$ cat src/linked_ring_node_table_defines.svh
// Assertion macros for the RTL.
`ifndef LINKED_RING_NODE_TABLE_DEFINES_SVH
`define LINKED_RING_NODE_TABLE_DEFINES_SVH

// Same-cycle implication, sampled on clk_i, off during reset.
`define LRNT_ASSERT_NOW(name, ante, cons) \
  name: assert property (@(posedge clk_i) disable iff (!rst_ni) (ante) |-> (cons)) \
    else $error("assertion failed: %m");

// Next-cycle implication, sampled on clk_i, off during reset.
`define LRNT_ASSERT_NXT(name, ante, cons) \
  name: assert property (@(posedge clk_i) disable iff (!rst_ni) (ante) |=> (cons)) \
    else $error("assertion failed: %m");

`endif

$ cat src/lrnt_pkg.sv
`default_nettype none

package lrnt_pkg;

  localparam int NODE_W          = 8;
  localparam int CMD_W           = 3;
  localparam int NODE_COUNT_DFLT = 256;
  localparam int PC_W            = 5;

  localparam logic [CMD_W-1:0] CMD_INIT   = 3'd0;
  localparam logic [CMD_W-1:0] CMD_CHAIN  = 3'd1;
  localparam logic [CMD_W-1:0] CMD_REMOVE = 3'd2;
  localparam logic [CMD_W-1:0] CMD_SWAP   = 3'd3;
  localparam logic [CMD_W-1:0] CMD_QUERY  = 3'd4;

  // microprogram entry points and jump targets
  localparam logic [PC_W-1:0] PC_FIN_RD  = 5'd0;
  localparam logic [PC_W-1:0] PC_FIN_OUT = 5'd1;
  localparam logic [PC_W-1:0] PC_INIT    = 5'd2;
  localparam logic [PC_W-1:0] PC_CHAIN   = 5'd3;
  localparam logic [PC_W-1:0] PC_SWAP    = 5'd7;
  localparam logic [PC_W-1:0] PC_ADJ     = 5'd17;

  typedef enum logic [1:0] {RD_NONE, RD_A, RD_B, RD_A0} rd_sel_e;
  typedef enum logic [1:0] {LD_NONE, LD_A, LD_B} ld_sel_e;
  typedef enum logic [3:0] {
    WR_NONE, WR_SELF, WR_CH1, WR_CH2,
    WR_SW1, WR_SW2, WR_SW3, WR_SW4,
    WR_ADJ1, WR_ADJ2, WR_ADJ3
  } wr_op_e;
  typedef enum logic [2:0] {CND_NEXT, CND_JMP, CND_SKIP, CND_ADJ, CND_BSINGLE} cond_e;

  typedef struct packed {
    rd_sel_e         rd;
    ld_sel_e         ld;
    wr_op_e          wr;
    logic            xchg;
    cond_e           cond;
    logic [PC_W-1:0] target;
    logic            emit;
  } ctrl_t;

  localparam ctrl_t CTRL_NOP = '{
    rd: RD_NONE, ld: LD_NONE, wr: WR_NONE, xchg: 1'b0,
    cond: CND_NEXT, target: PC_FIN_RD, emit: 1'b0
  };

  typedef struct packed {
    logic skip;
    logic adj;
    logic bsingle;
  } flags_t;

  typedef struct packed {
    logic              en;
    logic [NODE_W-1:0] addr;
  } rd_req_t;

  typedef struct packed {
    logic              nx_en;
    logic [NODE_W-1:0] nx_addr;
    logic [NODE_W-1:0] nx_data;
    logic              pv_en;
    logic [NODE_W-1:0] pv_addr;
    logic [NODE_W-1:0] pv_data;
  } wr_req_t;

endpackage

`default_nettype wire

$ cat src/lrnt_seq.sv
`default_nettype none

module lrnt_seq (
  input  wire logic                       clk_i,
  input  wire logic                       rst_ni,
  input  wire logic                       start_i,
  input  wire logic [lrnt_pkg::PC_W-1:0]  entry_i,
  input  wire lrnt_pkg::flags_t           flags_i,
  output lrnt_pkg::ctrl_t                 ctrl_o,
  output logic                            run_o
);
  import lrnt_pkg::*;

  function automatic ctrl_t rom_word(input logic [PC_W-1:0] pc);
    ctrl_t w;
    w = CTRL_NOP;
    unique case (pc)
      5'd0:  w.rd = RD_A0;
      5'd1:  w.emit = 1'b1;
      5'd2:  begin w.wr = WR_SELF; w.cond = CND_JMP; end
      5'd3:  w.rd = RD_A;
      5'd4:  begin w.rd = RD_B; w.ld = LD_A; end
      5'd5:  begin w.ld = LD_B; w.wr = WR_CH1; end
      5'd6:  begin w.wr = WR_CH2; w.cond = CND_JMP; end
      5'd7:  w.rd = RD_A;
      5'd8:  begin w.rd = RD_B; w.ld = LD_A; end
      5'd9:  w.ld = LD_B;
      5'd10: w.cond = CND_SKIP;
      5'd11: w.xchg = 1'b1;
      5'd12: begin w.cond = CND_ADJ; w.target = PC_ADJ; end
      5'd13: w.wr = WR_SW1;
      5'd14: w.wr = WR_SW2;
      5'd15: begin w.wr = WR_SW3; w.cond = CND_BSINGLE; end
      5'd16: begin w.wr = WR_SW4; w.cond = CND_JMP; end
      5'd17: w.wr = WR_ADJ1;
      5'd18: w.wr = WR_ADJ2;
      5'd19: begin w.wr = WR_ADJ3; w.cond = CND_JMP; end
      default: w.cond = CND_JMP;
    endcase
    return w;
  endfunction

  logic            run_q, run_d;
  logic [PC_W-1:0] pc_q, pc_d;
  ctrl_t           word;
  logic            taken;

  always_comb begin
    word = rom_word(pc_q);
    case (word.cond)
      CND_JMP:     taken = 1'b1;
      CND_SKIP:    taken = flags_i.skip;
      CND_ADJ:     taken = flags_i.adj;
      CND_BSINGLE: taken = flags_i.bsingle;
      default:     taken = 1'b0;
    endcase
  end

  always_comb begin
    run_d = run_q;
    pc_d  = pc_q;
    if (!run_q) begin
      if (start_i) begin
        run_d = 1'b1;
        pc_d  = entry_i;
      end
    end else begin
      pc_d = taken ? word.target : pc_q + PC_W'(1);
      if (word.emit) begin
        run_d = 1'b0;
      end
    end
  end

  always_ff @(posedge clk_i or negedge rst_ni) begin
    if (!rst_ni) begin
      run_q <= 1'b0;
      pc_q  <= PC_FIN_RD;
    end else begin
      run_q <= run_d;
      pc_q  <= pc_d;
    end
  end

  assign ctrl_o = run_q ? word : CTRL_NOP;
  assign run_o  = run_q;

endmodule

`default_nettype wire

$ cat config.mk
export PLATFORM = sky130hd
export DESIGN_NAME = lrnt_seq
export DESIGN_NICKNAME = d
export VERILOG_FILES = /design/src/linked_ring_node_table_defines.svh /design/src/lrnt_pkg.sv /design/src/lrnt_seq.sv
export SDC_FILE = /design/constraint.sdc
export NUM_CORES = 1
export LEC_CHECK = 0
export BUFFER_PORTS_ARGS = -buffer_cell sky130_fd_sc_hd__buf_2
export CAP_MARGIN = 40
export CORE_AREA = 2 2 57 49
export CTS_CLUSTER_DIAMETER = 200
export CTS_CLUSTER_SIZE = 14
export DETAILED_ROUTE_END_ITERATION = 10
export DIE_AREA = 0 0 59 51
export GPL_TIMING_DRIVEN = 0
export HOLD_SLACK_MARGIN = 0.03
export PLACE_DENSITY_LB_ADDON = 0.25
export SLEW_MARGIN = 20
export SYNTH_ARGS = -nofsm -noshare
export SYNTH_HDL_FRONTEND = slang
export SYNTH_SLANG_ARGS = --single-unit
$ cat constraint.sdc
create_clock -name clk_i -period 4 [get_ports clk_i]
set_input_delay 0.8 -clock clk_i [delete_from_list [all_inputs] [get_ports clk_i]]
set_output_delay 0.8 -clock clk_i [all_outputs]
set_load 0.01 [all_outputs]
== After elaboration in Yosys (flattened, before gate mapping) ==
Index checks and enable logic that the tools add are counted.
Word-level totals
  register bits after elaboration: 6
  bits of input ports: 11
  output and inout bits: 19
  word-level logic and storage cells: 47
Cells by class
  add/sub/neg operators: 1
  equal/unequal tests: 23
  mux-type cells: 15
  reductions and logical operators: 6
Operators by type and width (count)
  $eq A5 B4 Y1 const B: 8
  $pmux W4 S10: 1
  $eq A5 B3 Y1 const B: 4
  $eq A5 B5 Y1 const B: 4
  $mux W5: 4
  $mux W18: 1
  $reduce_or A13 Y1: 1
  $pmux W3 S4: 1
  $eq A5 B2 Y1 const B: 2
  $eq A3 B2 Y1 const B: 2
  $pmux W2 S3: 1
  $reduce_or A2 Y1: 3
  $add A5 B1 Y5 const B: 1
  $eq A5 B1 Y1 const B: 1
  $logic_not A5 Y1: 1
  $mux W1: 5
  $pmux W1 S4: 1
  $pmux W2 S2: 1
  $eq A3 B1 Y1 const B: 1
  $eq A3 B3 Y1 const B: 1
  $reduce_bool A2 Y1: 1

== Logic depth before layout (Yosys ltp) ==
  depth in word-level cells: 7
  mapped depth: 9

== Worst setup path before layout ==
Ideal clock, no wire load.
  path kind: register -> output
  start point: reg pc_q[3]
  end point: out ctrl_o[13] in the netlist's numbering
  data arrival time: 1.637 ns
  slack: 1.563 ns
  cell stages (with the launch flop): 9
  buffers on the path: 2
  cells stage by stage: dfrtp_1 -> buf_4 -> clkbuf_1 -> and3_1 -> ha_1 -> a31oi_1 -> o21ai_0 -> o21ai_0 -> nor2_1
RTL lines
  start: declaration: line lrnt_seq.sv:44  | logic [PC_W-1:0] pc_q, pc_d;
  start signal: assignment: line lrnt_seq.sv:81  | pc_q <= pc_d;
  end: declaration: line lrnt_seq.sv:9  | output lrnt_pkg::ctrl_t ctrl_o,

==> flow_metrics.tcl <==
set metrics [dict create \
    htree_levels 1 \
    period_minus_slack_ps 3089 \
    syn_inst 106 \
    numClockSinks 6 \
    vias 888 \
    fmax_mhz 323.8 \
    grt_use_total_pct 14.75 \
    cts_root_buffer "clkbuf_4" \
    ys.warnings.count 0 \
    required_ps 3200 \
    hold_violations 0 \
    relSlewSlack_pct 66.24 \
    ys_seq_area_share_pct 18.49 \
    drv_cap 0 \
    diodes 0 \
    holdBufCountCts 0 \
    placed_cell_area_um2 979.7 \
    viasPerCell 5.415 \
    critical_path.endpoint_type "primary output" \
    dp_hpwl_um 1619 \
    ioPinCount 30 \
    insertion_delay_ps 240 \
    gp_congestion 0.8777 \
    yosysTopAreaCell "dfrtp_1" \
    avgSynthCellArea_um2 7.661 \
    grt_overflow 0 \
    dieWidth_um 59 \
    grt_pass1_wl_um 3456 \
    worstMarginPinSlew_ps 501.8 \
    outcome "complete, no violations" \
    core-area_um2 2510 \
    ir_drop_uv 300.9 \
    antenna_left 0 \
    hold_path_class "primary input to async pin" \
    cts_made_buffers 3 \
    drc 0 \
    yosys.cell_types.count 41 \
    synth-edff-count 0 \
    async_flop_share_pct 100.0 \
    wire_per_inst_um 12.84 \
    path_cells "buf_4 -> clkbuf_1 -> and3_1 -> ha_1 -> a31oi_1 -> o21ai_0 -> o21ai_0 -> nor2_1 -> buf_2" \
    first_global_vias 789 \
    design_area_um2 1002 \
    portBuffers 25 \
    core.rowCount 17 \
    die_area_um2 3009 \
    design.final.nets 154 \
    critPathMostFrequentCell "o21ai_0" \
    postCtsSetupRepairBufs 0 \
    critical_path_arrival_ps 2290 \
    fin_worst_skew_ps 2.104 \
    syn-cell-area_um2 812.0 \
    finalSetupViolCount 0 \
    synth_area_leaders "dfrtp_1 (18%), ha_1 (7.7%), mux2i_1 (4.9%)" \
    setup_tns_ps 0 \
    area_growth_pct 23.42 \
    cp_max_fo 10 \
    leakagePower_nw 0.4979 \
    wl_um 2105 \
    cts_tree "done" \
    power_density_nw_per_um2 754.2 \
    rsz0062_at_grt "false" \
    antenna_found_initial 0 \
    initial_utilization_pct 32.35 \
    ctsResizeCount 0 \
    slowest_stage "dfrtp_1" \
    drive_gt1_share_pct 30.88 \
    synth-seq-cells 6 \
    die_h_um 51 \
    min_period_over_period_pct 77.22 \
    grt_max_degree 11 \
    path_clk_slew_ps 40 \
    slew_viol_final 0 \
    path_class "flip-flop to primary output" \
    drt_iter0_drc 12 \
    first_pass_iters 4 \
    clock_path_buffers 2 \
    yosys_most_used_dff "dfrtp_1" \
    critPathMaxStageDelay_ps 350 \
    synth_top_area_share_pct 18.49 \
    crit_path_start_kind "flip-flop" \
]
layer usage:
metal / track usage, % / vias up / part of all wire (%)
met3: 4.051 / 0 / 5.7
met4: 1.136 / 0 / 0
met1: 19.69 / 421 / 45
li1: - / 438 / -
met5: 0 / - / 0
met2: 24.63 / 29 / 50
synthesized netlist by cell type, drive strengths merged, types with 2 or more instances:
master	n
nand3	4
o21ai	4
and2	4
nor2	10
dfrtp	6
clkbuf	2
o311a	2
mux2i	4
a21oi	6
xnor2	3
o21bai	2
inv	6
buf	10
nand3b	2
ha	5
nand2	2
o22ai	5
and3	3
nor2b	3
nor4	3
a211oi	4
nand4	3
layout make-up:
cell class              count  area, um^2
repair buffers             25       125.1
multi-input cells          84       571.8
well taps                  28       35.03
flip-flops and latches      6       150.1
fillers                   296        1508
clock buffers               3       22.52
inverters                   6       22.52
plain buffers              12       75.07
worst paths after layout:
check	startpoint	to	slack, ps	cells past startpoint
worst max register to register	pc_q[3]	pc_q[1]	1720	9
worst max-delay path	pc_q[3]	ctrl_o[13]	910	9
worst min register to register	pc_q[1]	pc_q[1]	680	2
max in group asynchronous	rst_ni	pc_q[1]	3480	1
worst min-delay path	rst_ni	run_o	370	1
min in group clk_i	pc_q[1]	pc_q[1]	680	2
sequential cells by signal, summed over array words and instances (netlist names):
| signal | flops |
|---|---|
| pc_q | 5 |
| run_o | 1 |
stage by stage:
stage                     worst slack [ps]  hold WS, ps  util [%]  instances  power, mW
after floorplan                       1563        504.4         -        108     0.5512
after CTS                            897.7        373.2     39.93        164     0.7633
after global routing                 621.4        360.1     39.93        164     0.8339
final                                911.4        374.0     39.93        164     0.7559
after global placement                1190        628.0     39.03        161     0.6998
after detailed placement              1175        631.6     39.03        161     0.7051
worst max-delay path: cells and delay by family (launching register included):
family,cells,cell delay [ps]
adders and majority gates,1,260
buffers and inverters,3,530
and+or+nand+nor,2,290
AOI/OAI and AO/OA,3,610
DFF,1,350
cell usage in the layout (no fill, tap or decap), types with 4 or more instances in the layout:
master,instances
nand3_1,4
a211oi_1,4
buf_4,5
dfrtp_1,6
a21oi_1,6
nor2_1,10
o22ai_1,5
ha_1,5
mux2i_1,4
buf_2,28
and2_1,4
inv_1,6
logic make-up (layout without fill, tap and decap cells):
logic type      after synthesis  in the layout  synth area share, %
compound gates               28             28                24.50
xor+xnor                      4              4                4.315
fa+ha+maj                     5              5                7.704
buf+inv                      18             46                12.02
flops                         6              6                18.49
mux                           5              5                6.318
other cells                   1              3               0.4618
simple gates                 39             39                26.20
power breakdown:
group / total, mW / switching, mW / internal (mW)
Combinational: 0.590 / 0.341 / 0.250
Clock: 0.0547 / 0.0208 / 0.0339
Sequential: 0.111 / 0.0227 / 0.0884
Power figures use the tool's default switching activity.
