`src/linked_ring_node_table_defines.svh`:
```
// Assertion macros for the RTL.
`ifndef LINKED_RING_NODE_TABLE_DEFINES_SVH
`define LINKED_RING_NODE_TABLE_DEFINES_SVH

// Same-cycle implication, sampled on clk_i, off during reset.
`define LRNT_ASSERT_NOW(name, ante, cons) \
  name: assert property (@(posedge clk_i) disable iff (!rst_ni) (ante) |-> (cons)) \
    else $error("assertion failed: %m");

// Next-cycle implication, sampled on clk_i, off during reset.
`define LRNT_ASSERT_NXT(name, ante, cons) \
  name: assert property (@(posedge clk_i) disable iff (!rst_ni) (ante) |=> (cons)) \
    else $error("assertion failed: %m");

`endif

```
`src/lrnt_pkg.sv`:
```
`default_nettype none

package lrnt_pkg;

  localparam int NODE_W          = 8;
  localparam int CMD_W           = 3;
  localparam int NODE_COUNT_DFLT = 256;
  localparam int PC_W            = 5;

  localparam logic [CMD_W-1:0] CMD_INIT   = 3'd0;
  localparam logic [CMD_W-1:0] CMD_CHAIN  = 3'd1;
  localparam logic [CMD_W-1:0] CMD_REMOVE = 3'd2;
  localparam logic [CMD_W-1:0] CMD_SWAP   = 3'd3;
  localparam logic [CMD_W-1:0] CMD_QUERY  = 3'd4;

  // microprogram entry points and jump targets
  localparam logic [PC_W-1:0] PC_FIN_RD  = 5'd0;
  localparam logic [PC_W-1:0] PC_FIN_OUT = 5'd1;
  localparam logic [PC_W-1:0] PC_INIT    = 5'd2;
  localparam logic [PC_W-1:0] PC_CHAIN   = 5'd3;
  localparam logic [PC_W-1:0] PC_SWAP    = 5'd7;
  localparam logic [PC_W-1:0] PC_ADJ     = 5'd17;

  typedef enum logic [1:0] {RD_NONE, RD_A, RD_B, RD_A0} rd_sel_e;
  typedef enum logic [1:0] {LD_NONE, LD_A, LD_B} ld_sel_e;
  typedef enum logic [3:0] {
    WR_NONE, WR_SELF, WR_CH1, WR_CH2,
    WR_SW1, WR_SW2, WR_SW3, WR_SW4,
    WR_ADJ1, WR_ADJ2, WR_ADJ3
  } wr_op_e;
  typedef enum logic [2:0] {CND_NEXT, CND_JMP, CND_SKIP, CND_ADJ, CND_BSINGLE} cond_e;

  typedef struct packed {
    rd_sel_e         rd;
    ld_sel_e         ld;
    wr_op_e          wr;
    logic            xchg;
    cond_e           cond;
    logic [PC_W-1:0] target;
    logic            emit;
  } ctrl_t;

  localparam ctrl_t CTRL_NOP = '{
    rd: RD_NONE, ld: LD_NONE, wr: WR_NONE, xchg: 1'b0,
    cond: CND_NEXT, target: PC_FIN_RD, emit: 1'b0
  };

  typedef struct packed {
    logic skip;
    logic adj;
    logic bsingle;
  } flags_t;

  typedef struct packed {
    logic              en;
    logic [NODE_W-1:0] addr;
  } rd_req_t;

  typedef struct packed {
    logic              nx_en;
    logic [NODE_W-1:0] nx_addr;
    logic [NODE_W-1:0] nx_data;
    logic              pv_en;
    logic [NODE_W-1:0] pv_addr;
    logic [NODE_W-1:0] pv_data;
  } wr_req_t;

endpackage

`default_nettype wire

```
`src/lrnt_link_mem.sv`:
```
`default_nettype none

module lrnt_link_mem #(
  parameter int Depth = lrnt_pkg::NODE_COUNT_DFLT
) (
  input  wire logic                         clk_i,
  input  wire logic                         rst_ni,
  input  wire lrnt_pkg::rd_req_t            rd_i,
  input  wire lrnt_pkg::wr_req_t            wr_i,
  output logic [lrnt_pkg::NODE_W-1:0]       rd_next_o,
  output logic [lrnt_pkg::NODE_W-1:0]       rd_prev_o,
  output logic                              clr_o
);
  import lrnt_pkg::*;

  localparam int IDX_W = $clog2(Depth);
  localparam logic [IDX_W-1:0] LAST_IDX = IDX_W'(Depth - 1);

  logic [NODE_W-1:0] next_mem [Depth];
  logic [NODE_W-1:0] prev_mem [Depth];
  logic [NODE_W-1:0] rd_next_q, rd_prev_q;
  logic              clr_q, clr_d;
  logic [IDX_W-1:0]  clr_idx_q, clr_idx_d;
  logic [IDX_W-1:0]  ridx, nx_widx, pv_widx;
  logic              nx_we, pv_we;
  logic [NODE_W-1:0] nx_wdata, pv_wdata;

  assign ridx = rd_i.addr[IDX_W-1:0];

  // after reset every entry is loaded with its own index, one per cycle
  always_comb begin
    if (clr_q) begin
      nx_we    = 1'b1;
      pv_we    = 1'b1;
      nx_widx  = clr_idx_q;
      pv_widx  = clr_idx_q;
      nx_wdata = NODE_W'(clr_idx_q);
      pv_wdata = NODE_W'(clr_idx_q);
    end else begin
      nx_we    = wr_i.nx_en;
      pv_we    = wr_i.pv_en;
      nx_widx  = wr_i.nx_addr[IDX_W-1:0];
      pv_widx  = wr_i.pv_addr[IDX_W-1:0];
      nx_wdata = wr_i.nx_data;
      pv_wdata = wr_i.pv_data;
    end
    clr_d     = clr_q && (clr_idx_q != LAST_IDX);
    clr_idx_d = clr_q ? clr_idx_q + IDX_W'(1) : clr_idx_q;
  end

  always_ff @(posedge clk_i) begin
    if (nx_we) begin
      next_mem[nx_widx] <= nx_wdata;
    end
    if (pv_we) begin
      prev_mem[pv_widx] <= pv_wdata;
    end
    if (rd_i.en) begin
      rd_next_q <= next_mem[ridx];
      rd_prev_q <= prev_mem[ridx];
    end
  end

  always_ff @(posedge clk_i or negedge rst_ni) begin
    if (!rst_ni) begin
      clr_q     <= 1'b1;
      clr_idx_q <= '0;
    end else begin
      clr_q     <= clr_d;
      clr_idx_q <= clr_idx_d;
    end
  end

  assign rd_next_o = rd_next_q;
  assign rd_prev_o = rd_prev_q;
  assign clr_o     = clr_q;

endmodule

`default_nettype wire

```
`config.mk`:
```
export PLATFORM = sky130hd
export DESIGN_NAME = lrnt_link_mem
export DESIGN_NICKNAME = d
export VERILOG_FILES = /design/src/linked_ring_node_table_defines.svh /design/src/lrnt_pkg.sv /design/src/lrnt_link_mem.sv
export SDC_FILE = /design/constraint.sdc
export NUM_CORES = 2
export LEC_CHECK = 0
export BUFFER_PORTS_ARGS = -buffer_cell sky130_fd_sc_hd__buf_2
export CORE_ASPECT_RATIO = 0.5
export CORE_UTILIZATION = 40
export DETAILED_ROUTE_END_ITERATION = 10
export SKIP_CTS_REPAIR_TIMING = 1
export SLEW_MARGIN = 20
export SYNTH_ARGS = -nofsm -noshare
export SYNTH_HDL_FRONTEND = slang
export SYNTH_SLANG_ARGS = --single-unit
```
`constraint.sdc`:
```
create_clock -name clk_i -period 23.4 [get_ports clk_i]
set_input_delay 3.51 -clock clk_i [delete_from_list [all_inputs] [get_ports clk_i]]
set_output_delay 3.51 -clock clk_i [all_outputs]
set_load 0.02 [all_outputs]
```
Word-level counts from Yosys, hierarchy flattened
Memory sizes are Yosys's and may differ from the RTL's. A register that Yosys moved wholly into a read port is not among the register bits. Cells that the tools add are included.

Word-level logic and storage cells: 17. Latch bits: 0. Flip-flop bits (word level): 9. Input bits: 45. RAM bits: 4096. ROM bits: 0. Memories kept: 2. Output and inout bits: 17.

Memory list: next_mem (words 256, bits a word 8, read ports 1, clocked after memory_dff 1, write ports 1, RTL line lrnt_link_mem.sv:19) `logic [NODE_W-1:0] next_mem [Depth];`; prev_mem (words 256, bits a word 8, read ports 1, clocked after memory_dff 1, write ports 1, RTL line lrnt_link_mem.sv:20) `logic [NODE_W-1:0] prev_mem [Depth];`.

$add $sub $neg: 1. $mul: 0. Multiplexer cells: 10. Bitwise operators: 0. Equal/unequal tests: 1. Reductions and logical operators: 1. Shifts and indexed selects: 0. Order comparisons: 0. Div/mod/pow operators: 0.

Operator list (number): 2-to-1 mux 8 bit (4); adder 8 x 1 -> 8 bit (second input constant) (1); inequality test 8 bit (second input constant) (1); 2-to-1 mux 1 bit (6); logical AND 1 bit (1).

Depth between registers and ports, before layout
Depth after elaboration: 3. Mapped depth: 13. Depth with buffers taken out: 7.

Least setup slack after synthesis
OpenSTA, ideal clock, no wires.

Kind: input to register. From: in wr_i[23] in the netlist's numbering. To: mem next_mem[0][6] (data pin). Path slack: 7764 ps. Arrival time: 13448 ps. Setup time: 2188 ps. Path buffers: 0. Required time: 21212 ps. Cell stages on the path: 2. Cells stage by stage: inv_1 o21ai_0.

Word-level cells in the longest chain between the ends: 1.

Ends and longest elaborated chain: start, declared (RTL line lrnt_link_mem.sv:9) `input wire lrnt_pkg::wr_req_t wr_i,`; 2-to-1 mux 8 bit (RTL line lrnt_link_mem.sv:32) `if (clr_q) begin`; net nx_wdata[6] (RTL line lrnt_link_mem.sv:26) `logic [NODE_W-1:0] nx_wdata, pv_wdata;`; end, declared (RTL line lrnt_link_mem.sv:19).

The timed path passes the listed nets, and every way through them passes these cells.

==> flow_results.xml <==
<?xml version="1.0" encoding="UTF-8"?>
<metrics>
  <group name="yosys">
    <metric name="postSynth.topFlopCell" unit="">sky130_fd_sc_hd__edfxtp_1</metric>
    <metric name="yosys-top-cells-area" unit="">sky130_fd_sc_hd__edfxtp_1 (77%), sky130_fd_sc_hd__mux4_2 (11%), sky130_fd_sc_hd__mux2i_1 (4.0%)</metric>
    <metric name="async_reset_ff_share" unit="%">0.218</metric>
    <metric name="synth.avg_cell_area" unit="sq um">20.5</metric>
    <metric name="netlist_instances" unit="">7872</metric>
    <metric name="syn-num-nets" unit="">7918</metric>
    <metric name="synth_largest_area_cell" unit="">sky130_fd_sc_hd__edfxtp_1</metric>
    <metric name="synth_seq_area_share" unit="%">76.7</metric>
    <metric name="synth_seq_cells" unit="">4121</metric>
    <metric name="synthesis.area" unit="sq mm">0.161</metric>
    <metric name="distinct_cell_type_count_of_the_synthesized_netlist" unit="">68</metric>
    <metric name="yosys_warnings" unit="">0</metric>
    <metric name="synth-edff-count" unit="">4112</metric>
    <metric name="netlist.area_leader.share" unit="%">76.5</metric>
  </group>
  <group name="detailed_routing">
    <metric name="routed-via-count" unit="">80100</metric>
    <metric name="wl_per_cell" unit="microns">30.8</metric>
    <metric name="detailedRoute.firstPassIterationCount" unit="">6</metric>
    <metric name="wire_length_after_detailed_routing" unit="microns">422000</metric>
    <metric name="antenna_left" unit="">0</metric>
    <metric name="post-route-drc-count" unit="">0</metric>
    <metric name="via_per_inst" unit="">5.85</metric>
    <metric name="initialDrtViolationCount" unit="">10000</metric>
  </group>
  <group name="place">
    <metric name="port_buffer_count" unit="">61</metric>
    <metric name="finalWeightedCongestion" unit="">0.811</metric>
    <metric name="detailedPlacementHpwl" unit="microns">253000</metric>
  </group>
  <group name="finish">
    <metric name="final.fill_count" unit="">33600</metric>
    <metric name="drive_gt1_share" unit="%">19.9</metric>
    <metric name="nNetsFinal" unit="">8038</metric>
    <metric name="areaGrowthSynthToFinish" unit="%">11.2</metric>
    <metric name="layout.cells.most_common" unit="">sky130_fd_sc_hd__edfxtp_1</metric>
    <metric name="layout_common_cells" unit="">sky130_fd_sc_hd__edfxtp_1 (4112), sky130_fd_sc_hd__mux4_2 (792), sky130_fd_sc_hd__mux2i_1 (639), sky130_fd_sc_hd__nor2_1 (562), sky130_fd_sc_hd__clkbuf_16 (379)</metric>
  </group>
  <group name="die">
    <metric name="initial_utilization" unit="%">40.3</metric>
    <metric name="core-area" unit="sq mm">0.400</metric>
    <metric name="io-pin-count" unit="">62</metric>
    <metric name="floorplan.die.width" unit="microns">900</metric>
    <metric name="die-height" unit="microns">451</metric>
    <metric name="fp.dieArea" unit="sq mm">0.406</metric>
    <metric name="row_count" unit="">164</metric>
  </group>
  <group name="clock_tree">
    <metric name="numCtsBuffers" unit="">372</metric>
    <metric name="clkSinkCount" unit="">4121</metric>
    <metric name="clock_tree_from_tritoncts" unit="">built</metric>
    <metric name="cts.htree.levels" unit="">5</metric>
    <metric name="cts_max_path_buffers" unit="">4</metric>
    <metric name="clkTransAtPathRegs" unit="ns">0.07</metric>
    <metric name="root_buffer" unit="">sky130_fd_sc_hd__clkbuf_16</metric>
    <metric name="later_pin_clock_latency_in_the_skew_report" unit="ns">0.97</metric>
  </group>
  <group name="sta">
    <metric name="finalHoldViolations" unit="">0</metric>
    <metric name="rsz0062_at_grt" unit="">no</metric>
    <metric name="whs" unit="ns">0.603</metric>
    <metric name="timing.slew.headroom" unit="%">14.0</metric>
    <metric name="timing.clock.skew" unit="ns">0.0709</metric>
    <metric name="tightestPinTransition" unit="ns">1.29</metric>
    <metric name="fin_crit" unit="ns">9.15</metric>
    <metric name="timing.final.setup_violations" unit="">0</metric>
    <metric name="fin_crit_sh" unit="%">39.1</metric>
    <metric name="clock.fmax" unit="GHz">0.109</metric>
    <metric name="max_slew_violation_total_from_the_final_report" unit="">0</metric>
    <metric name="summed_negative_setup_slack_over_all_endpoints" unit="ns">0</metric>
  </group>
  <group name="critical_path">
    <metric name="worstSetupStartpoint" unit="">rd_i[0]</metric>
    <metric name="timing_worst_setup_path_type" unit="">in -&gt; reg</metric>
    <metric name="critical_path.endpoint_type" unit="">register</metric>
    <metric name="critical_path.startpoint_type" unit="">input port</metric>
    <metric name="critical_path_peak_fanout" unit="">95</metric>
    <metric name="critical_path_arrival" unit="ns">9.82</metric>
    <metric name="timing.rr.start" unit="">clr_o$_DFF_PN1_</metric>
    <metric name="worst-endpoint-required" unit="ns">24.07</metric>
  </group>
  <group name="min_path">
    <metric name="worst_hold_startpoint" unit="">clr_idx_q[6]$_DFFE_PN0P_</metric>
    <metric name="min-delay-path-class" unit="">reg -&gt; reg</metric>
  </group>
  <group name="flow_run">
    <metric name="maxCapViolations" unit="">0</metric>
  </group>
  <group name="run_status">
    <metric name="result_of_the_run" unit="">finished clean</metric>
  </group>
  <group name="global_routing">
    <metric name="gr-total-overflow" unit="">0</metric>
    <metric name="grt_first_pass_wirelength" unit="microns">597000</metric>
    <metric name="grt_pass1_vias" unit="">78500</metric>
    <metric name="grt_start_max_net_pins" unit="">241</metric>
    <metric name="grt.total_usage" unit="%">20.3</metric>
    <metric name="number_of_antenna_violations_at_the_first_check_in_global_routing" unit="">36</metric>
  </group>
  <group name="power_and_ir_drop">
    <metric name="static-leakage-power" unit="nW">55.6</metric>
    <metric name="vdd_ir_drop_max" unit="uV">63.4</metric>
    <metric name="power_density" unit="mW/mm^2">84.5</metric>
  </group>
</metrics>
==> kinds of logic (layout without fill, tap and decap cells) <==
logic type                 after synthesis  in the layout  share of synthesized area (%)
AOI/OAI and AO/OA                      791            791                           3.51
xor gates and xnor gates                 7              7                         0.0380
adders and majority gates                1              1                        0.00775
buffers and inverters                  510            929                           2.03
DFF                                   4121           4121                           76.7
muxes                                 1440           1440                           15.1
other                                    0             12                              0
and+or+nand+nor                       1002           1002                           2.65
==> sequential cells by signal, indices dropped and copies added, names as in the netlist <==
register	flops
clr_o	1
rd_prev_o	8
next_mem	2048
rd_next_o	8
prev_mem	2048
clr_idx_q	8
==> cell usage after synthesis, drive strengths merged (26+ instances only) <==
| cell | n |
|---|---|
| a21oi | 122 |
| mux2i | 639 |
| nor3 | 119 |
| nor2 | 573 |
| edfxtp | 4112 |
| nand3 | 31 |
| o221ai | 248 |
| buf | 246 |
| mux4 | 793 |
| a22oi | 71 |
| o22ai | 185 |
| clkbuf | 238 |
| nand2 | 183 |
| o21ai | 57 |
| inv | 26 |
==> critical path: stages <==
cell and delay (ns):
sky130_fd_sc_hd__buf_12 0.50, sky130_fd_sc_hd__buf_4 0.68, sky130_fd_sc_hd__buf_4 0.86, sky130_fd_sc_hd__buf_4 0.71, sky130_fd_sc_hd__buf_4 0.71, sky130_fd_sc_hd__buf_4 0.86
sky130_fd_sc_hd__mux4_2 0.60, sky130_fd_sc_hd__o22ai_1 0.19, sky130_fd_sc_hd__nor3_1 0.12, sky130_fd_sc_hd__nor3_1 0.61, sky130_fd_sc_hd__nor4_2 0.06
==> routing by layer <==
| layer | GRT usage, % | up-vias | wire, microns |
|---|---|---|---|
| met2 | 31.1 | 3485 | 193000 |
| li1 | - | 33100 | - |
| met1 | 29.5 | 42800 | 179000 |
| met3 | 4.08 | 671 | 36400 |
| met4 | 5.99 | 8 | 13600 |
| met5 | 0 | - | 61 |
==> cell type report <==
cell class	count	area [sq um]	area share (%)
clock inverter	233	2430	1.35
timing repair buffer	230	1860	1.04
tap	5395	6750	3.76
antenna	12	30.0	0.0167
sequential	4121	124000	68.9
clock buffer	440	9740	5.43
multi-input combinational	3241	34800	19.4
inverter	26	110	0.0614
==> power by group <==
group / switching, mW / internal (mW) / total (mW)
Sequential: 0.0132 / 8.13 / 8.15
Clock: 2.77 / 3.48 / 6.25
Combinational: 0.516 / 0.242 / 0.759
Total: 3.30 / 11.9 / 15.2
==> final timing paths <==
path                       depth (start not counted)  slack (ns)                        end
max reg2reg                                        4       18.43  prev_mem[22][3]$_DFFE_PP_
max in group asynchronous                          1       20.67            clr_o$_DFF_PN1_
max                                               11       14.25     rd_next_o[1]$_DFFE_PP_
min                                                1        0.60   clr_idx_q[6]$_DFFE_PN0P_
min in group asynchronous                          1        2.44   clr_idx_q[0]$_DFFE_PN0P_
min reg2reg                                        1        0.60   clr_idx_q[6]$_DFFE_PN0P_
==> metrics by stage <==
stage	power (mW)	worst slack, ns	utilization (%)	cell area, sq um	cells
after global placement	9.06	13.15	41.7	167000	13000
after CTS	15.2	14.20	44.8	179000	13700
after global routing	15.5	13.73	44.8	179000	13700
final	15.2	14.25	44.8	179000	13700
after floorplan	8.86	7.76	-	161000	7872
after detailed placement	9.07	13.18	41.8	167000	13000
Note: power is estimated with default switching activity, not from simulation.
